## config.mk

```make
export PLATFORM = sky130hd
export DESIGN_NAME = servo_step_ramp_with_limits
export DESIGN_NICKNAME = d
export VERILOG_FILES = /design/src/rtl/ssr_pkg.sv /design/src/rtl/servo_step_ramp_with_limits.sv
export SDC_FILE = /design/constraint.sdc
export NUM_CORES = 1
export LEC_CHECK = 0
export ABC_CLOCK_PERIOD_IN_PS = 10800
export BUFFER_PORTS_ARGS = -buffer_cell sky130_fd_sc_hd__buf_2
export CORE_MARGIN = 1
export CORE_UTILIZATION = 45
export DETAILED_ROUTE_END_ITERATION = 8
export SYNTH_ARGS = -nofsm -noshare
export SYNTH_HDL_FRONTEND = slang
export SYNTH_SLANG_ARGS = --single-unit
```

## constraint.sdc

```tcl
create_clock -name aclk -period 10.8 [get_ports aclk]
set_clock_uncertainty 0.2 [all_clocks]
set_input_delay 1.08 -clock aclk [delete_from_list [all_inputs] [get_ports aclk]]
set_output_delay 1.08 -clock aclk [all_outputs]
set_load 0.02 [all_outputs]
```

## src/rtl/ssr_pkg.sv

```systemverilog
// ============================================================================
// ssr_pkg
// Shared widths, request kinds and move codes for the servo step ramp.
// ============================================================================
package ssr_pkg;

    // field widths
    localparam int unsigned POS_W   = 8;
    localparam int unsigned CODE_W  = 3;
    localparam int unsigned REQ_W   = 2;
    localparam int unsigned CADDR_W = 2;

    // stream widths, packed from bit 0 up and padded to whole bytes
    localparam int unsigned S_DATA_W = 24;
    localparam int unsigned M_DATA_W = 16;

    // request kinds carried in s_tuser
    localparam logic [REQ_W-1:0] REQ_TICK  = 2'd0;
    localparam logic [REQ_W-1:0] REQ_CMD   = 2'd1;
    localparam logic [REQ_W-1:0] REQ_START = 2'd2;

    // move codes
    localparam logic [CODE_W-1:0] MOVE_STOP      = 3'd0;
    localparam logic [CODE_W-1:0] MOVE_UP_ONCE   = 3'd1;
    localparam logic [CODE_W-1:0] MOVE_DOWN_ONCE = 3'd2;
    localparam logic [CODE_W-1:0] MOVE_UP_CONT   = 3'd3;
    localparam logic [CODE_W-1:0] MOVE_DOWN_CONT = 3'd4;

    // configuration register indexes
    localparam logic [CADDR_W-1:0] CFG_LOW_LIMIT  = 2'd0;
    localparam logic [CADDR_W-1:0] CFG_HIGH_LIMIT = 2'd1;
    localparam logic [CADDR_W-1:0] CFG_REVERSE    = 2'd2;

    // one result item
    typedef struct packed {
        logic              moving;
        logic [CODE_W-1:0] ended_code;
        logic [POS_W-1:0]  position;
    } ssr_result_t;

endpackage

```

## src/rtl/servo_step_ramp_with_limits.sv

```systemverilog
// ============================================================================
// servo_step_ramp_with_limits
// Steps a servo compare value between configured limits under tick,
// command and start requests.
// ============================================================================
//
// Usage:
//   s_ channel: one request per transaction. s_tuser holds the request kind
//   (tick, new command, start preset); s_tdata holds move code, step size
//   and tick delay. Every request gives exactly one result on the m_
//   channel: position, the code that ended at a limit, and the moving flag.
//   cfg channel: writes low_limit, high_limit and reverse_dir by index,
//   always ready; write only while no request is in flight.
//   The result is registered and shows in the cycle after the request;
//   throughput is one request per cycle while results are taken, set by the
//   single result register behind the update logic. A request is taken while
//   a result waits, as long as that result is taken in the same cycle.
//   Reset (aresetn low, synchronous) clears position, command, countdown
//   and limits to 0 / 255 / forward, and drops m_tvalid.
//   When the receiver stalls the result holds and s_tready goes low.
//
module servo_step_ramp_with_limits (
    input  logic                          aclk,
    input  logic                          aresetn,
    // request stream
    input  logic                          s_tvalid,
    output logic                          s_tready,
    // move_code[2:0], step_amount[10:3], tick_delay[18:11], zero pad
    input  logic [ssr_pkg::S_DATA_W-1:0]  s_tdata,
    // req_type[1:0]
    input  logic [ssr_pkg::REQ_W-1:0]     s_tuser,
    // result stream
    output logic                          m_tvalid,
    input  logic                          m_tready,
    // position[7:0], ended_code[10:8], moving[11], zero pad
    output logic [ssr_pkg::M_DATA_W-1:0]  m_tdata,
    // configuration writes
    input  logic                          cfg_valid,
    output logic                          cfg_ready,
    input  logic [ssr_pkg::CADDR_W-1:0]   cfg_addr,
    input  logic [ssr_pkg::POS_W-1:0]     cfg_data
);
    import ssr_pkg::*;

    // configuration
    logic [POS_W-1:0] low_reg, high_reg;
    logic             rev_reg;

    // motion state
    logic [POS_W-1:0]  pos_reg, pos_next;
    logic [CODE_W-1:0] code_reg, code_next;
    logic              active_reg, active_next;
    logic [POS_W-1:0]  step_reg, step_next;
    logic [POS_W-1:0]  delay_reg, delay_next;
    logic [POS_W-1:0]  wait_reg, wait_next;

    // result register
    logic        out_valid_reg;
    ssr_result_t out_reg, out_next;

    // request fields
    logic [CODE_W-1:0] in_code, in_code_sw;
    logic [POS_W-1:0]  in_step, in_delay;
    logic              s_accept;

    // move datapath
    logic              is_up, is_down;
    logic [POS_W:0]    up_sum, dn_diff;
    logic              up_fits, dn_fits;
    logic [POS_W-1:0]  clamp_pos;
    logic [CODE_W-1:0] ended;

    assign in_code  = s_tdata[CODE_W-1:0];
    assign in_step  = s_tdata[CODE_W+POS_W-1:CODE_W];
    assign in_delay = s_tdata[CODE_W+2*POS_W-1:CODE_W+POS_W];

    // handshakes
    assign s_tready  = !out_valid_reg || m_tready;
    assign s_accept  = s_tvalid && s_tready;
    assign cfg_ready = 1'b1;
    assign m_tvalid  = out_valid_reg;
    assign m_tdata   = {{(M_DATA_W - POS_W - CODE_W - 1){1'b0}}, out_reg};

    // configuration writes
    always_ff @(posedge aclk) begin
        if (!aresetn) begin
            low_reg  <= '0;
            high_reg <= '1;
            rev_reg  <= 1'b0;
        end else if (cfg_valid && cfg_ready) begin
            case (cfg_addr)
                CFG_LOW_LIMIT:  low_reg  <= cfg_data;
                CFG_HIGH_LIMIT: high_reg <= cfg_data;
                CFG_REVERSE:    rev_reg  <= cfg_data[0];
                default: ;
            endcase
        end
    end

    // direction swap for new commands
    always_comb begin
        in_code_sw = in_code;
        if (rev_reg) begin
            case (in_code)
                MOVE_UP_ONCE:   in_code_sw = MOVE_DOWN_ONCE;
                MOVE_DOWN_ONCE: in_code_sw = MOVE_UP_ONCE;
                MOVE_UP_CONT:   in_code_sw = MOVE_DOWN_CONT;
                MOVE_DOWN_CONT: in_code_sw = MOVE_UP_CONT;
                default:        in_code_sw = in_code;
            endcase
        end
    end

    // step arithmetic, one bit wider so nothing wraps
    assign is_up   = (code_reg == MOVE_UP_ONCE) || (code_reg == MOVE_UP_CONT);
    assign is_down = (code_reg == MOVE_DOWN_ONCE) || (code_reg == MOVE_DOWN_CONT);
    assign up_sum  = {1'b0, pos_reg} + {1'b0, step_reg};
    assign dn_diff = {1'b0, pos_reg} - {1'b0, step_reg};
    assign up_fits = up_sum <= {1'b0, high_reg};
    assign dn_fits = !dn_diff[POS_W] && (dn_diff[POS_W-1:0] >= low_reg);

    // a position already outside the limits snaps back to the near limit
    always_comb begin
        if (pos_reg < low_reg) begin
            clamp_pos = low_reg;
        end else if (pos_reg > high_reg) begin
            clamp_pos = high_reg;
        end else begin
            clamp_pos = is_up ? up_sum[POS_W-1:0] : dn_diff[POS_W-1:0];
        end
    end

    // next state per request
    always_comb begin
        pos_next    = pos_reg;
        code_next   = code_reg;
        active_next = active_reg;
        step_next   = step_reg;
        delay_next  = delay_reg;
        wait_next   = wait_reg;
        ended       = MOVE_STOP;
        case (s_tuser)
            REQ_TICK: begin
                if (wait_reg != '0) begin
                    wait_next = wait_reg - POS_W'(1);
                end else if (active_reg) begin
                    wait_next = delay_reg;
                    if (is_up || is_down) begin
                        if ((is_up && up_fits) || (is_down && dn_fits)) begin
                            pos_next = clamp_pos;
                            if ((code_reg == MOVE_UP_ONCE) || (code_reg == MOVE_DOWN_ONCE)) begin
                                active_next = 1'b0;
                            end
                        end else begin
                            pos_next    = is_up ? high_reg : low_reg;
                            code_next   = MOVE_STOP;
                            active_next = 1'b0;
                            ended       = code_reg;
                        end
                    end else begin
                        active_next = 1'b0;
                    end
                end
            end
            REQ_CMD: begin
                step_next   = in_step;
                delay_next  = in_delay;
                code_next   = in_code_sw;
                active_next = (in_code_sw >= MOVE_UP_ONCE) && (in_code_sw <= MOVE_DOWN_CONT);
                wait_next   = '0;
            end
            REQ_START: begin
                pos_next = rev_reg ? low_reg : high_reg;
            end
            default: ;
        endcase
        out_next.position   = pos_next;
        out_next.ended_code = ended;
        out_next.moving     = active_next;
    end

    // state update
    always_ff @(posedge aclk) begin
        if (!aresetn) begin
            pos_reg    <= '0;
            code_reg   <= MOVE_STOP;
            active_reg <= 1'b0;
            step_reg   <= '0;
            delay_reg  <= '0;
            wait_reg   <= '0;
        end else if (s_accept) begin
            pos_reg    <= pos_next;
            code_reg   <= code_next;
            active_reg <= active_next;
            step_reg   <= step_next;
            delay_reg  <= delay_next;
            wait_reg   <= wait_next;
        end
    end

    // result register
    always_ff @(posedge aclk) begin
        if (!aresetn) begin
            out_valid_reg <= 1'b0;
        end else if (s_accept) begin
            out_valid_reg <= 1'b1;
        end else if (m_tready) begin
            out_valid_reg <= 1'b0;
        end
    end

    always_ff @(posedge aclk) begin
        if (s_accept) begin
            out_reg <= out_next;
        end
    end

endmodule

```

==> results.txt <==
----------------------------------------------------
[Outcome]
  Status ... complete, no violations

[Floorplanning]
  Core Rows ... 38
  Core area ... 11000 um^2
  Initial Util ... a little under half
  Die boundary width ... 109 um
  IO Pins ... 60
  Height of the chip ... ~110 um
  Floorplan die area ... about 12000 um^2

[Synthesis]
  EDFF count, synth ... 12
  Primary flip-flop cell chosen by synthesis mapping ... sky130_fd_sc_hd__dfxtp_1
  Register bit count reported by yosys ... 66
  Synth warn ... 0
  Unique cell type count in the Yosys netlist ... between 70 and 80
  Number of cells produced by synthesis ... about 660
  Async S/R FF share, synth ... 0%
  Sequential fraction of the synthesis area ... between 20 and 30%
  Mapped Area ... 5170 um^2
  Mean instance size in the synthesized netlist ... roughly 7.9 um^2

[Clocking]
  CTS tree ... built
  Post-CTS Setup Inserts ... 0
  TritonCTS Buffers ... 9
  Clock edge transition at the registers on the reported setup and hold paths ... 0.06 ns
  Post-CTS Hold Buffers ... 0
  Clock insertion delay at the later pin of the skew report ... about 0.34 ns
  Number of clock sinks ... 66
  CTS Root Cell ... sky130_fd_sc_hd__clkbuf_16
  PostCTS Resize Cnt ... 0
  H-Tree Depth ... 3
  Clk buf depth ... 2

[Critical path]
  Type of destination of the critical path ... flip-flop
  Worst endpoint required time ... around 11 ns
  Maximum fanout count along the critical path ... 12
  Worst setup path class ... reg -> reg
  Launch instance of the worst register-to-register path ... pos_reg[1]
  Critical Path Start ... pos_reg[1]
  Signal arrival time at the worst endpoint ... between 5 and 6 ns
  Sort of element at the start of the critical path ... flip-flop

[Cells and area]
  # diodes ... 0
  Area Growth Syn to Fin ... 10.6%
  Final core utilization ... 51.8%
  Area of combinational cells with multiple inputs ... about 3400 um^2
  # fillers ... roughly 1100
  Footprint of the flip-flops and latches ... 1440 um^2
  Max FFs per register ... 12
  Layout cell share with drive strength beyond 1 ... about an eighth
  Net count, final ... ~780

[Timing]
  Final hold slack ... approximately 0.27 ns
  Actual transition at the worst max-transition pin ... approximately 1.2 ns
  RSZ-0062 raised after global routing ... no
  Ratio of final minimum period to clock period ... 46.6%
  Total of endpoints with negative setup slack in the final report ... 0
  Final-report max-slew violation count ... 0
  TNS Setup ... 0 ns
  Tightest slew margin relative to the limit ... 23.1%
  Number of hold violations in the final report ... 0
  Setup slack after layout ... 5.76 ns
  Minimum clock period after layout ... 5.04 ns
  Achievable frequency ... approximately 0.20 GHz

[Global routing]
  Global-route usage over all layers ... between 20% and 30%
  Remaining global-route overflow ... 0
  Maximum number of pins on one net before global-route repair ... between 50 and 60
  First-pass GRT wire length ... 23500 um
  Via count of the first global-routing pass ... between 4000 and 5000
  Number of antenna violations at the first check in global routing ... 0

[Drt]
  Via density per instance ... just under 6
  DR iter-0 viols ... between 400 and 500
  Post-route antenna net violation count ... 0
  DRC violations left ... 0
  DR vias ... ~4900
  Total detailed-routing wirelength ... ~15000 um
  Number of search-and-repair iterations in the first detailed-routing pass ... 5
  Detail-routed net length per standard cell ... between 15 and 20 um

[Placed design]
  Routability congestion estimate from global placement ... 0.912
  Sum of net half-perimeters after detailed placement ... between 10000 and 15000 um
  Count of port buffers added during placement ... 49
  Worst setup timing slack at the placement stage ... around 5.8 ns

[Min path]
  Worst min-delay path startpoint ... delay_reg[1]
  Kind of path behind the tightest hold check ... reg -> reg

[Pwr]
  Total power after layout ... 716 uW
  Leakage ... ~2.4 nW
  Worst IR Drop VDD ... just under 0.00008 V
  PD cells ... 125 nW/um^2

[Flow run]
  Max-capacitance violation count ... 0

----------------------------------------------------
-- synth_stat cells (6+ instances only) --
| master | n | area [um^2] |
|---|---|---|
| sky130_fd_sc_hd__ha_1 | 48 | 601 |
| sky130_fd_sc_hd__o21ai_0 | 28 | 140 |
| sky130_fd_sc_hd__edfxtp_1 | 12 | 360 |
| sky130_fd_sc_hd__dfxtp_1 | 54 | 1080 |
| sky130_fd_sc_hd__nor2b_1 | 16 | 100 |
| sky130_fd_sc_hd__a21boi_0 | 23 | 173 |
| sky130_fd_sc_hd__xnor2_1 | 13 | 114 |
| sky130_fd_sc_hd__or3_1 | 6 | 37.5 |
| sky130_fd_sc_hd__and3_1 | 12 | 75.1 |
| sky130_fd_sc_hd__a21oi_1 | 38 | 190 |
| sky130_fd_sc_hd__clkbuf_1 | 21 | 78.8 |
| sky130_fd_sc_hd__buf_4 | 7 | 52.6 |
| sky130_fd_sc_hd__nor3_1 | 12 | 60.1 |
| sky130_fd_sc_hd__nand3_1 | 11 | 55.1 |
| sky130_fd_sc_hd__nand2b_1 | 12 | 75.1 |
| sky130_fd_sc_hd__o211ai_1 | 18 | 135 |
| sky130_fd_sc_hd__o21a_1 | 10 | 75.1 |
| sky130_fd_sc_hd__a211oi_1 | 6 | 45.0 |
| sky130_fd_sc_hd__inv_1 | 43 | 161 |
| sky130_fd_sc_hd__mux2i_1 | 7 | 70.1 |
| sky130_fd_sc_hd__nor2_1 | 69 | 259 |
| sky130_fd_sc_hd__nand2_1 | 82 | 308 |
-- per-stage QoR --
step           instances  cell area [um^2]
2_1_floorplan        659              5180
5_1_grt              829              5720
4_1_cts              829              5720
6_report             829              5720
3_3_place_gp         813              5440
3_5_place_dp         813              5440
-- layout make-up --
cell class	count	area share, %
Clock inverter	2	0.197
Clock buffer	14	4.62
Sequential cell	66	25.2
Multi-Input combinational cell	513	59.5
Tap cell	140	3.06
Inverter	43	2.82
Timing Repair Buffer	51	4.55
-- path summary, 6_finish.rpt --
kind / endpoint / slack, ns / cells after the start
setup / recovery: m_tdata[1] / 5.76 / 17
hold reg to reg: delay_reg[1] / 0.27 / 2
hold / removal: delay_reg[1] / 0.27 / 2
setup reg to reg: m_tdata[1] / 5.76 / 17
-- critical path, cell delays in order, from the launching register on --
cell and delay [ns]:
sky130_fd_sc_hd__dfxtp_1 0.48, sky130_fd_sc_hd__inv_1 0.17, sky130_fd_sc_hd__fa_1 0.51, sky130_fd_sc_hd__or2_0 0.27, sky130_fd_sc_hd__a221oi_2 0.46, sky130_fd_sc_hd__nor2_1 0.07
sky130_fd_sc_hd__nor2_1 0.09, sky130_fd_sc_hd__nor2_1 0.06, sky130_fd_sc_hd__xnor2_1 0.21, sky130_fd_sc_hd__ha_1 0.29, sky130_fd_sc_hd__and3_1 0.21, sky130_fd_sc_hd__a41oi_1 0.21
sky130_fd_sc_hd__nor3_1 0.08, sky130_fd_sc_hd__o21a_1 0.27, sky130_fd_sc_hd__o21ai_2 0.42, sky130_fd_sc_hd__a211oi_1 0.09, sky130_fd_sc_hd__o41ai_1 0.54, sky130_fd_sc_hd__a21boi_0 0.23
-- report_power, final --
group | leakage, nW | internal, mW | total (mW) | switching (mW)
logic | 1.69 | 0.0672 | 0.168 | 0.100
registers | 0.560 | 0.262 | 0.274 | 0.0116
clock network | 0.137 | 0.168 | 0.274 | 0.107
total | 2.38 | 0.497 | 0.716 | 0.219
-- metal layers --
layer  share of wire [%]  wire [um]  global-route usage (%)  vias to the layer above
li1                    -          -                       -                     2388
met1                  47       7010                    36.2                     2286
met2                  44       6550                    39.8                      159
met3                 5.9        883                    5.14                       37
met4                 3.9        591                    12.6                        0
met5                   0          0                       0                        -
-- cells in the final DEF (no fill, tap or decap), types with 6 or more instances in the layout --
| master | instances |
|---|---|
| sky130_fd_sc_hd__a211oi_1 | 6 |
| sky130_fd_sc_hd__a21boi_0 | 23 |
| sky130_fd_sc_hd__a21oi_1 | 38 |
| sky130_fd_sc_hd__and3_1 | 12 |
| sky130_fd_sc_hd__buf_2 | 49 |
| sky130_fd_sc_hd__clkbuf_16 | 9 |
| sky130_fd_sc_hd__dfxtp_1 | 54 |
| sky130_fd_sc_hd__edfxtp_1 | 12 |
| sky130_fd_sc_hd__ha_1 | 48 |
| sky130_fd_sc_hd__inv_1 | 43 |
| sky130_fd_sc_hd__mux2i_1 | 7 |
| sky130_fd_sc_hd__nand2_1 | 82 |
| sky130_fd_sc_hd__nand2b_1 | 12 |
| sky130_fd_sc_hd__nand3_1 | 11 |
| sky130_fd_sc_hd__nor2_1 | 69 |
| sky130_fd_sc_hd__nor2b_1 | 16 |
| sky130_fd_sc_hd__nor3_1 | 12 |
| sky130_fd_sc_hd__o211ai_1 | 18 |
| sky130_fd_sc_hd__o21a_1 | 10 |
| sky130_fd_sc_hd__o21ai_0 | 28 |
| sky130_fd_sc_hd__or3_1 | 6 |
| sky130_fd_sc_hd__xnor2_1 | 13 |
-- logic make-up after synthesis --
kind of cell	after synthesis	synth area share (%)
other cells	2	0.145
mux	8	1.57
xor+xnor	16	2.71
simple gates	248	23.1
compound gates	186	25.6
flops	66	27.9
buf+inv	80	6.58
fa+ha+maj	50	12.4
(Power assumes the default switching activity.)
